$ cat config.mk
export PLATFORM = sky130hd
export DESIGN_NAME = tenant_quota_lru_replacement_unit_flat
export DESIGN_NICKNAME = d
export VERILOG_FILES = /design/src/rtl/tqlru_pkg.sv /design/src/rtl/tqlru_if.sv /design/src/rtl/tqlru_cell.sv /design/src/rtl/tenant_quota_lru_replacement_unit.sv /design/src/flat_wrapper.sv
export SDC_FILE = /design/constraint.sdc
export NUM_CORES = 2
export LEC_CHECK = 0
export BUFFER_PORTS_ARGS = -buffer_cell sky130_fd_sc_hd__buf_2
export CAP_MARGIN = 20
export CORE_MARGIN = 2
export CORE_UTILIZATION = 40
export DETAILED_ROUTE_END_ITERATION = 7
export GPL_TIMING_DRIVEN = 0
export PLACE_DENSITY = 0.65
export SYNTH_ARGS = -nofsm -noshare
export SYNTH_HDL_FRONTEND = slang
export SYNTH_HIERARCHICAL = 1
export SYNTH_SLANG_ARGS = --single-unit
$ cat constraint.sdc
create_clock -name clk -period 22.9 [get_ports clk]
set_clock_uncertainty 0.05 [all_clocks]
set_input_delay 1.145 -clock clk [delete_from_list [all_inputs] [get_ports clk]]
set_output_delay 1.145 -clock clk [all_outputs]
set_load 0.03 [all_outputs]
$ cat src/rtl/tqlru_pkg.sv
`timescale 1ns / 1ps
// ----------------------------------------------------------------------------
// tqlru_pkg
// Shared types and constants for the tenant quota LRU replacement unit.
// ----------------------------------------------------------------------------
package tqlru_pkg;

    // default sizes
    localparam int SLOTS_DEF     = 16;
    localparam int TENANTS_DEF   = 4;
    localparam int PAGE_BITS_DEF = 16;

    // fixed field widths
    localparam int TID_W    = 2;
    localparam int TID_N    = 1 << TID_W;
    localparam int PRIO_W   = 7;
    localparam int QUOTA_W  = 5;
    localparam int SLOT_W   = 4;
    localparam int CFG_IDX_W  = 2;
    localparam int CFG_DATA_W = 28;

    // widest slot index and age rank over the supported slot range
    localparam int IDX_W = 6;
    localparam int AGE_W = 6;

    // configuration register indexes
    localparam logic [CFG_IDX_W-1:0] REG_PRIO = 2'd0;
    localparam logic [CFG_IDX_W-1:0] REG_MINQ = 2'd1;
    localparam logic [CFG_IDX_W-1:0] REG_MAXQ = 2'd2;

    localparam logic [27:0] PRIO_RESET = 28'd0;
    localparam logic [19:0] MINQ_RESET = 20'd0;
    localparam logic [19:0] MAXQ_RESET = 20'd541200;

    // record handed from cell to cell during the scan
    typedef struct packed {
        logic             hit_f;
        logic [IDX_W-1:0] hit_s;
        logic [AGE_W-1:0] hit_a;
        logic             own_f;
        logic [IDX_W-1:0] own_s;
        logic [AGE_W-1:0] own_a;
        logic             vic_f;
        logic [IDX_W-1:0] vic_s;
        logic [AGE_W-1:0] vic_a;
        logic [PRIO_W-1:0] vic_p;
        logic [TID_W-1:0] vic_o;
    } scan_t;

    typedef enum logic [1:0] {
        UPD_NONE,
        UPD_RECENT,
        UPD_FILL
    } upd_op_t;

    // update command broadcast to every cell
    typedef struct packed {
        upd_op_t          op;
        logic [IDX_W-1:0] slot;
        logic [AGE_W-1:0] ref_age;
        logic             wr_page;
        logic             wr_owner;
    } upd_t;

endpackage

$ cat src/rtl/tqlru_if.sv
`timescale 1ns / 1ps
// ----------------------------------------------------------------------------
// tqlru_if
// Valid/ready channels: page request, lookup response, register write.
// ----------------------------------------------------------------------------
interface tqlru_req_if #(parameter int PAGE_BITS = 16);
    logic                 valid;
    logic                 ready;
    logic [1:0]           tenant_id;
    logic [PAGE_BITS-1:0] page_number;
    modport source (output valid, tenant_id, page_number, input ready);
    modport sink   (input valid, tenant_id, page_number, output ready);
endinterface

interface tqlru_rsp_if;
    logic       valid;
    logic       ready;
    logic [3:0] slot_index;
    logic       was_hit;
    logic       status;
    modport source (output valid, slot_index, was_hit, status, input ready);
    modport sink   (input valid, slot_index, was_hit, status, output ready);
endinterface

interface tqlru_cfg_if;
    logic        valid;
    logic        ready;
    logic [1:0]  index;
    logic [27:0] data;
    modport source (output valid, index, data, input ready);
    modport sink   (input valid, index, data, output ready);
endinterface

$ cat src/rtl/tqlru_cell.sv
`timescale 1ns / 1ps
// ----------------------------------------------------------------------------
// tqlru_cell
// One buffer slot: holds valid, owner, page and age rank, folds itself into
// the scan record from its left neighbor and applies broadcast updates.
// ----------------------------------------------------------------------------
module tqlru_cell #(
    parameter int IDX       = 0,
    parameter int SLOTS     = tqlru_pkg::SLOTS_DEF,
    parameter int PAGE_BITS = tqlru_pkg::PAGE_BITS_DEF
) (
    input  logic                          clk,
    input  logic                          rst_n,
    input  tqlru_pkg::scan_t              scan_in,
    output tqlru_pkg::scan_t              scan_out,
    input  logic [tqlru_pkg::TID_W-1:0]   req_tenant,
    input  logic [PAGE_BITS-1:0]          req_page,
    input  logic [tqlru_pkg::TID_N-1:0]   elig,
    input  logic [tqlru_pkg::PRIO_W-1:0]  prio [tqlru_pkg::TID_N],
    input  tqlru_pkg::upd_t               upd
);
    import tqlru_pkg::*;

    localparam int AW = (SLOTS > 1) ? $clog2(SLOTS) : 1;
    localparam logic [IDX_W-1:0] MY_IDX = IDX_W'(IDX);

    logic                 valid_reg;
    logic [AW-1:0]        age_reg;
    logic [TID_W-1:0]     owner_reg;
    logic [PAGE_BITS-1:0] page_reg;
    scan_t                scan_reg;
    scan_t                scan_next;
    logic                 mine;
    logic [AGE_W-1:0]     age_x;
    logic [PRIO_W-1:0]    my_prio;

    assign age_x   = AGE_W'(age_reg);
    assign mine    = valid_reg && (owner_reg == req_tenant);
    assign my_prio = prio[owner_reg];

    // fold this slot into the passing record
    always_comb
    begin
        scan_next = scan_in;
        if (mine && (page_reg == req_page) && !scan_in.hit_f)
        begin
            scan_next.hit_f = 1'b1;
            scan_next.hit_s = MY_IDX;
            scan_next.hit_a = age_x;
        end
        if (mine && (!scan_in.own_f || age_x > scan_in.own_a))
        begin
            scan_next.own_f = 1'b1;
            scan_next.own_s = MY_IDX;
            scan_next.own_a = age_x;
        end
        if (valid_reg && elig[owner_reg] &&
            (!scan_in.vic_f || my_prio < scan_in.vic_p ||
             (my_prio == scan_in.vic_p && age_x > scan_in.vic_a)))
        begin
            scan_next.vic_f = 1'b1;
            scan_next.vic_s = MY_IDX;
            scan_next.vic_a = age_x;
            scan_next.vic_p = my_prio;
            scan_next.vic_o = owner_reg;
        end
    end

    always_ff @(posedge clk)
    begin
        scan_reg <= scan_next;
    end

    assign scan_out = scan_reg;

    // slot control state
    always_ff @(posedge clk or negedge rst_n)
    begin
        if (!rst_n)
        begin
            valid_reg <= 1'b0;
            age_reg   <= '0;
        end
        else
        begin
            case (upd.op)
                UPD_FILL:
                begin
                    if (upd.slot == MY_IDX)
                    begin
                        valid_reg <= 1'b1;
                        age_reg   <= '0;
                    end
                    else if (valid_reg)
                    begin
                        age_reg <= age_reg + AW'(1);
                    end
                end
                UPD_RECENT:
                begin
                    if (upd.slot == MY_IDX)
                    begin
                        age_reg <= '0;
                    end
                    else if (valid_reg && age_x < upd.ref_age)
                    begin
                        age_reg <= age_reg + AW'(1);
                    end
                end
                default:
                begin
                end
            endcase
        end
    end

    // slot payload
    always_ff @(posedge clk)
    begin
        if (upd.slot == MY_IDX)
        begin
            if (upd.op == UPD_FILL || (upd.op == UPD_RECENT && upd.wr_owner))
            begin
                owner_reg <= req_tenant;
            end
            if (upd.op == UPD_FILL || (upd.op == UPD_RECENT && upd.wr_page))
            begin
                page_reg <= req_page;
            end
        end
    end

endmodule

$ cat src/rtl/tenant_quota_lru_replacement_unit.sv
`timescale 1ns / 1ps
// ----------------------------------------------------------------------------
// tenant_quota_lru_replacement_unit
// Quota partitioned LRU page buffer shared by several tenants.
// ----------------------------------------------------------------------------
// sequence: accept the request into registers, walk the scan record along the
//   slot cell chain one cell per cycle, then decide and register the response
//   word once the output register is free; one request is in flight at a time
// the next request is taken while a response waits in the output register
// reset: all slots empty, counts zero, registers at their reset values
// ----------------------------------------------------------------------------
module tenant_quota_lru_replacement_unit #(
    parameter int SLOTS     = tqlru_pkg::SLOTS_DEF,
    parameter int TENANTS   = tqlru_pkg::TENANTS_DEF,
    parameter int PAGE_BITS = tqlru_pkg::PAGE_BITS_DEF
) (
    input  logic        clk,
    input  logic        rst_n,
    tqlru_req_if.sink   req,
    tqlru_rsp_if.source rsp,
    tqlru_cfg_if.sink   cfg
);
    import tqlru_pkg::*;

    localparam int CW = $clog2(SLOTS + 1);
    localparam int SW = (SLOTS > 1) ? $clog2(SLOTS) : 1;

    typedef enum logic [1:0] {
        ST_IDLE,
        ST_SCAN,
        ST_DECIDE
    } state_t;

    state_t               state_reg;
    logic [SW-1:0]        scan_cnt_reg;
    logic [TID_W-1:0]     tenant_reg;
    logic [PAGE_BITS-1:0] page_reg;
    logic [27:0]          prio_tab_reg;
    logic [19:0]          minq_tab_reg;
    logic [19:0]          maxq_tab_reg;
    logic [CW-1:0]        count_reg [TID_N];
    logic [CW-1:0]        count_next [TID_N];
    logic [CW-1:0]        filled_reg;
    logic                 out_valid_reg;
    logic [SLOT_W-1:0]    out_slot_reg;
    logic                 out_hit_reg;
    logic                 out_status_reg;

    scan_t                chain [SLOTS+1];
    logic [TID_N-1:0]     elig;
    logic [PRIO_W-1:0]    prio [TID_N];
    upd_t                 upd_d;
    upd_t                 upd_go;
    scan_t                fin;
    logic                 go;
    logic                 d_refuse;
    logic                 d_hit;
    logic [IDX_W-1:0]     d_slot;
    logic                 d_inc;
    logic                 d_dec;
    logic                 d_fill;
    logic [QUOTA_W-1:0]   maxq;

    assign req.ready = (state_reg == ST_IDLE);
    assign cfg.ready = 1'b1;
    assign rsp.valid      = out_valid_reg;
    assign rsp.slot_index = out_slot_reg;
    assign rsp.was_hit    = out_hit_reg;
    assign rsp.status     = out_status_reg;

    // per tenant eligibility and priority
    always_comb
    begin
        for (int t = 0; t < TID_N; t++)
        begin
            logic [QUOTA_W-1:0] mn;
            mn      = minq_tab_reg[t*QUOTA_W +: QUOTA_W];
            prio[t] = prio_tab_reg[t*PRIO_W +: PRIO_W];
            elig[t] = (t < TENANTS) &&
                      ((32'(count_reg[t]) > 32'(mn)) ||
                       (TID_W'(t) == tenant_reg && 32'(count_reg[t]) >= 32'(mn)));
        end
    end

    // slot cell chain
    assign chain[0] = '0;
    for (genvar i = 0; i < SLOTS; i++)
    begin : g_cell
        tqlru_cell #(
            .IDX       (i),
            .SLOTS     (SLOTS),
            .PAGE_BITS (PAGE_BITS)
        ) u_cell (
            .clk        (clk),
            .rst_n      (rst_n),
            .scan_in    (chain[i]),
            .scan_out   (chain[i+1]),
            .req_tenant (tenant_reg),
            .req_page   (page_reg),
            .elig       (elig),
            .prio       (prio),
            .upd        (upd_go)
        );
    end
    assign fin = chain[SLOTS];

    assign maxq = maxq_tab_reg[tenant_reg*QUOTA_W +: QUOTA_W];
    assign go   = (state_reg == ST_DECIDE) && (!out_valid_reg || rsp.ready);

    // decision on the finished scan record
    always_comb
    begin
        d_refuse = 1'b1;
        d_hit    = 1'b0;
        d_slot   = '0;
        d_inc    = 1'b0;
        d_dec    = 1'b0;
        d_fill   = 1'b0;
        upd_d    = '{op: UPD_NONE, slot: '0, ref_age: '0, wr_page: 1'b0, wr_owner: 1'b0};
        if (32'(tenant_reg) < TENANTS)
        begin
            if (fin.hit_f)
            begin
                d_refuse      = 1'b0;
                d_hit         = 1'b1;
                d_slot        = fin.hit_s;
                upd_d.op      = UPD_RECENT;
                upd_d.slot    = fin.hit_s;
                upd_d.ref_age = fin.hit_a;
            end
            else if (32'(count_reg[tenant_reg]) == 32'(maxq))
            begin
                if (fin.own_f)
                begin
                    d_refuse      = 1'b0;
                    d_slot        = fin.own_s;
                    upd_d.op      = UPD_RECENT;
                    upd_d.slot    = fin.own_s;
                    upd_d.ref_age = fin.own_a;
                    upd_d.wr_page = 1'b1;
                end
            end
            else if (32'(filled_reg) < SLOTS)
            begin
                d_refuse   = 1'b0;
                d_slot     = IDX_W'(filled_reg);
                d_inc      = 1'b1;
                d_fill     = 1'b1;
                upd_d.op   = UPD_FILL;
                upd_d.slot = IDX_W'(filled_reg);
            end
            else if (fin.vic_f)
            begin
                d_refuse       = 1'b0;
                d_slot         = fin.vic_s;
                d_inc          = 1'b1;
                d_dec          = 1'b1;
                upd_d.op       = UPD_RECENT;
                upd_d.slot     = fin.vic_s;
                upd_d.ref_age  = fin.vic_a;
                upd_d.wr_page  = 1'b1;
                upd_d.wr_owner = 1'b1;
            end
        end
        upd_go = upd_d;
        if (!go)
        begin
            upd_go.op = UPD_NONE;
        end
    end

    // tenant slot counts after this request
    always_comb
    begin
        for (int t = 0; t < TID_N; t++)
        begin
            count_next[t] = count_reg[t];
            if (d_inc && TID_W'(t) == tenant_reg)
            begin
                count_next[t] = count_next[t] + CW'(1);
            end
            if (d_dec && TID_W'(t) == fin.vic_o)
            begin
                count_next[t] = count_next[t] - CW'(1);
            end
        end
    end

    // sequencer, counts, registers and response word
    always_ff @(posedge clk or negedge rst_n)
    begin
        if (!rst_n)
        begin
            state_reg      <= ST_IDLE;
            scan_cnt_reg   <= '0;
            prio_tab_reg   <= PRIO_RESET;
            minq_tab_reg   <= MINQ_RESET;
            maxq_tab_reg   <= MAXQ_RESET;
            filled_reg     <= '0;
            out_valid_reg  <= 1'b0;
            out_slot_reg   <= '0;
            out_hit_reg    <= 1'b0;
            out_status_reg <= 1'b0;
            tenant_reg     <= '0;
            page_reg       <= '0;
            for (int t = 0; t < TID_N; t++)
            begin
                count_reg[t] <= '0;
            end
        end
        else
        begin
            if (cfg.valid)
            begin
                unique case (cfg.index)
                    REG_PRIO: prio_tab_reg <= cfg.data;
                    REG_MINQ: minq_tab_reg <= cfg.data[19:0];
                    REG_MAXQ: maxq_tab_reg <= cfg.data[19:0];
                    default:
                    begin
                    end
                endcase
            end
            if (rsp.ready && !go)
            begin
                out_valid_reg <= 1'b0;
            end
            unique case (state_reg)
                ST_IDLE:
                begin
                    if (req.valid)
                    begin
                        tenant_reg   <= req.tenant_id;
                        page_reg     <= req.page_number;
                        scan_cnt_reg <= '0;
                        state_reg    <= ST_SCAN;
                    end
                end
                ST_SCAN:
                begin
                    if (scan_cnt_reg == SW'(SLOTS - 1))
                    begin
                        state_reg <= ST_DECIDE;
                    end
                    else
                    begin
                        scan_cnt_reg <= scan_cnt_reg + SW'(1);
                    end
                end
                ST_DECIDE:
                begin
                    if (go)
                    begin
                        out_valid_reg  <= 1'b1;
                        out_slot_reg   <= d_refuse ? '0 : SLOT_W'(d_slot);
                        out_hit_reg    <= d_hit;
                        out_status_reg <= d_refuse;
                        if (d_fill)
                        begin
                            filled_reg <= filled_reg + CW'(1);
                        end
                        for (int t = 0; t < TID_N; t++)
                        begin
                            count_reg[t] <= count_next[t];
                        end
                        state_reg <= ST_IDLE;
                    end
                end
                default:
                begin
                    state_reg <= ST_IDLE;
                end
            endcase
        end
    end

endmodule

$ cat src/flat_wrapper.sv
// flat-port wrapper written by rule: the top's interface ports become plain ports
module tenant_quota_lru_replacement_unit_flat import tqlru_pkg::*;
#(
    parameter int SLOTS     = tqlru_pkg::SLOTS_DEF,
    parameter int TENANTS   = tqlru_pkg::TENANTS_DEF,
    parameter int PAGE_BITS = tqlru_pkg::PAGE_BITS_DEF
)
  (clk, rst_n, req_valid, req_tenant_id, req_page_number, req_ready, rsp_valid, rsp_slot_index, rsp_was_hit, rsp_status, rsp_ready, cfg_valid, cfg_index, cfg_data, cfg_ready);
  tqlru_req_if #(.PAGE_BITS(PAGE_BITS)) req_i ();
  tqlru_rsp_if rsp_i ();
  tqlru_cfg_if cfg_i ();
  input  logic clk;
  input  logic rst_n;
  input wire logic [$bits(req_i.valid)-1:0] req_valid;
  input wire logic [$bits(req_i.tenant_id)-1:0] req_tenant_id;
  input wire logic [$bits(req_i.page_number)-1:0] req_page_number;
  output wire logic [$bits(req_i.ready)-1:0] req_ready;
  output wire logic [$bits(rsp_i.valid)-1:0] rsp_valid;
  output wire logic [$bits(rsp_i.slot_index)-1:0] rsp_slot_index;
  output wire logic [$bits(rsp_i.was_hit)-1:0] rsp_was_hit;
  output wire logic [$bits(rsp_i.status)-1:0] rsp_status;
  input wire logic [$bits(rsp_i.ready)-1:0] rsp_ready;
  input wire logic [$bits(cfg_i.valid)-1:0] cfg_valid;
  input wire logic [$bits(cfg_i.index)-1:0] cfg_index;
  input wire logic [$bits(cfg_i.data)-1:0] cfg_data;
  output wire logic [$bits(cfg_i.ready)-1:0] cfg_ready;
  assign req_i.valid = req_valid;
  assign req_i.tenant_id = req_tenant_id;
  assign req_i.page_number = req_page_number;
  assign req_ready = req_i.ready;
  assign rsp_valid = rsp_i.valid;
  assign rsp_slot_index = rsp_i.slot_index;
  assign rsp_was_hit = rsp_i.was_hit;
  assign rsp_status = rsp_i.status;
  assign rsp_i.ready = rsp_ready;
  assign cfg_i.valid = cfg_valid;
  assign cfg_i.index = cfg_index;
  assign cfg_i.data = cfg_data;
  assign cfg_ready = cfg_i.ready;
  tenant_quota_lru_replacement_unit #(.SLOTS(SLOTS), .TENANTS(TENANTS), .PAGE_BITS(PAGE_BITS)) u_core (.clk(clk), .rst_n(rst_n), .req(req_i), .rsp(rsp_i), .cfg(cfg_i));
endmodule
==> flow_metrics.env <==
export IMPL_grt_pass1_vias=37729
export IMPL_holdPathStages=1
export IMPL_power_frac_seq_pct=45.6
export IMPL_design_area_um2=67400
export IMPL_largest_reg_flops=761
export IMPL_placedInstanceArea_um2=62700
export IMPL_firstDrtPassIters=8
export IMPL_clkSinkCount=1253
export IMPL_r2r_start="u_core/tenant_reg[0]"
export IMPL_end_kind="flop"
export IMPL_multi_input_area_um2=28000
export IMPL_dp_hpwl_um=97900
export IMPL_grt_overflow=0
export IMPL_combPwrFrac_pct=22.3
export IMPL_rows=141
export IMPL_r2r_slack_ps=17050
export IMPL_min_delay_start="u_core/g_cell[14].u_cell/scan_out[29]"
export IMPL_worst_slack_ps=17050
export IMPL_p_switching_mw=2.06
export IMPL_ios=62
export IMPL_power_density_nw_per_um2=101
export IMPL_dp_cells=6977
export IMPL_min_period_ps=5850
export IMPL_cts_root_buf="clkbuf_16"
export IMPL_viasPerCell=5.12
export IMPL_grt_max_degree=111
export IMPL_cts_tree="yes"
export IMPL_pre_cts_slack_ps=17100
export IMPL_status="completed"
export IMPL_fillers=13169
export IMPL_crit_path_start_kind="flop"
export IMPL_cts_htree_levels=4
export IMPL_die_h_um=389
export IMPL_setup_viol=0
export IMPL_crit_start="u_core/tenant_reg[0]"
export IMPL_antenna_left=0
export IMPL_antenna_found_initial=0
export IMPL_grt_usage_pct=17.2
export IMPL_cts_buffer_depth=3
export IMPL_max_slew_margin_rel_pct=25.7
export IMPL_die_x_um=389
export IMPL_drc=0
export IMPL_timing_final_max_slew_violations=0
export IMPL_min_path_type="flop to flop"
export IMPL_nNetsFinal=5571
export IMPL_critPathBufInv=3
export IMPL_worstSetupPathType="flop to flop"
export IMPL_num_vias=37008
export IMPL_critPathTopFamily="simple AND/OR/NAND/NOR gates"
export IMPL_report_final_hold_viol_count=0
export IMPL_r2r_cells=12
export IMPL_p_sw_share_pct=30.2
export IMPL_detail_route_wl_per_cell_um=18.1
export IMPL_clockPowerShare_pct=32.0
export IMPL_worstMarginPinSlew_ps=1110
export IMPL_maxCapViolations=0
export IMPL_cts_buffers=133
export IMPL_core_area_um2=147000
export IMPL_holdBufCountCts=0
export IMPL_synth_area_um2=59200
export IMPL_p_int_mw=4.75
export IMPL_postLayoutCoreUtil_pct=45.7
export IMPL_ctsResizeCount=0
export IMPL_power_mw=6.81
export IMPL_grt_pass1_wl_um=206000
export IMPL_arrival_ps=6160
export IMPL_slowest_delay_ps=870
export IMPL_hold_ws_ps=337
export IMPL_drt_iter0_markers=2048
export IMPL_portBuffers=60
export IMPL_path_cells="buf_6, buf_12, mux4_2, xnor2_1, nand3_1, nor2_1, clkbuf_1, a311oi_1, nor2_2, nand2_1, or4_1, nor2_2"
export IMPL_fmax_ghz=0.171
export IMPL_die_area_um2=151000
export IMPL_yosys_warnings=6
export IMPL_slowest_stage="nor2_2"
export IMPL_clock_latency_ps=760
export IMPL_post_cts_buffers=0
export IMPL_gp_congestion=0.874
export IMPL_drt_total_wl_um=131000
export IMPL_rsz0062_at_grt="false"
export IMPL_clkTransAtPathRegs_ps=60
export IMPL_worstPathMaxFanout=19
export IMPL_synth_cells=4892
export IMPL_ff_latch_area_um2=29000
export IMPL_fin_cells=7226
export IMPL_drive_gt1_share_pct=20.5
export IMPL_fin_setup_tns_ps=0
export IMPL_synth_area_per_cell_um2=12.1
export IMPL_crit_path_frequent_cell="nor2_2"
export IMPL_reg2reg_to="u_core/g_cell[15].u_cell/page_reg[15]"
export IMPL_vdd_drop_max_mv=0.0764
export IMPL_p_leak_nw=27.8
export IMPL_start_util_pct=40.2
export IMPL_syn2layout_area_growth_pct=13.8
export IMPL_cp_data_required_time_ps=23210
export IMPL_min_period_over_period_pct=25.5
export IMPL_hold_end="u_core/g_cell[15].u_cell/scan_out[29]"
-- routing by layer --
layer  routed length (µm)  global-route usage (%)  share of wire, %  vias up
met5                    0                       0                 0        -
met4                 5340                    7.53               4.1        0
met3                 6620                    2.77               5.1      290
met2                64600                    30.2                50      960
met1                54000                    20.6                41    17722
li1                     -                       -                 -    18036
-- cell type report --
cell class                 count  area share (%)
inverter                     378            2.11
clock buffer                 196            5.98
buffer                       164            1.78
timing repair buffer          90            1.17
multi-input combinational   3164            41.5
clock inverter                50           0.821
antenna                        1         0.00371
sequential                  1253            43.1
tap                         1930            3.58
-- placed cells by master (no fill, tap or decap), types with 70 or more instances in the layout --
cell type and count:
nor2b_1 194, clkbuf_16 143, inv_1 378, o21ai_0 128, buf_6 72, nand3_1 84
nand2_1 129, mux2_4 146, or2_2 72, mux2i_1 70, clkbuf_1 96, buf_2 75
dfrtp_1 182, nor2_1 90, mux4_2 115, a21oi_1 183, nand4_1 112, mux2_2 200
edfxtp_1 288, nand2b_1 115, and2_1 196, dfxtp_1 761, ha_1 334, xnor2_1 252
-- power by group through the flow --
stage               clock, mW  combinational, mW  sequential (mW)
finish                   2.18               1.52             3.11
global route             2.33               1.69             3.16
CTS                      2.24               1.52             3.11
detailed placement          0               1.51             3.16
global placement            0               1.43             3.17
floorplan                   0               1.17             2.99
-- how the worst max path moves through the flow --
stage / endpoint / slack, ps / cells after the start
detailed placement: u_core/g_cell[15].u_cell/page_reg[14] / 17100 / 12
CTS: u_core/g_cell[15].u_cell/page_reg[15] / 17070 / 12
floorplan: u_core/g_cell[0].u_cell/page_reg[0] / 14970 / 9
finish: u_core/g_cell[15].u_cell/page_reg[15] / 17050 / 12
global route: u_core/g_cell[11].u_cell/page_reg[1] / 16760 / 13
global placement: u_core/g_cell[0].u_cell/page_reg[11] / 10930 / 8
No activity file was read; power rests on OpenSTA's default activity.
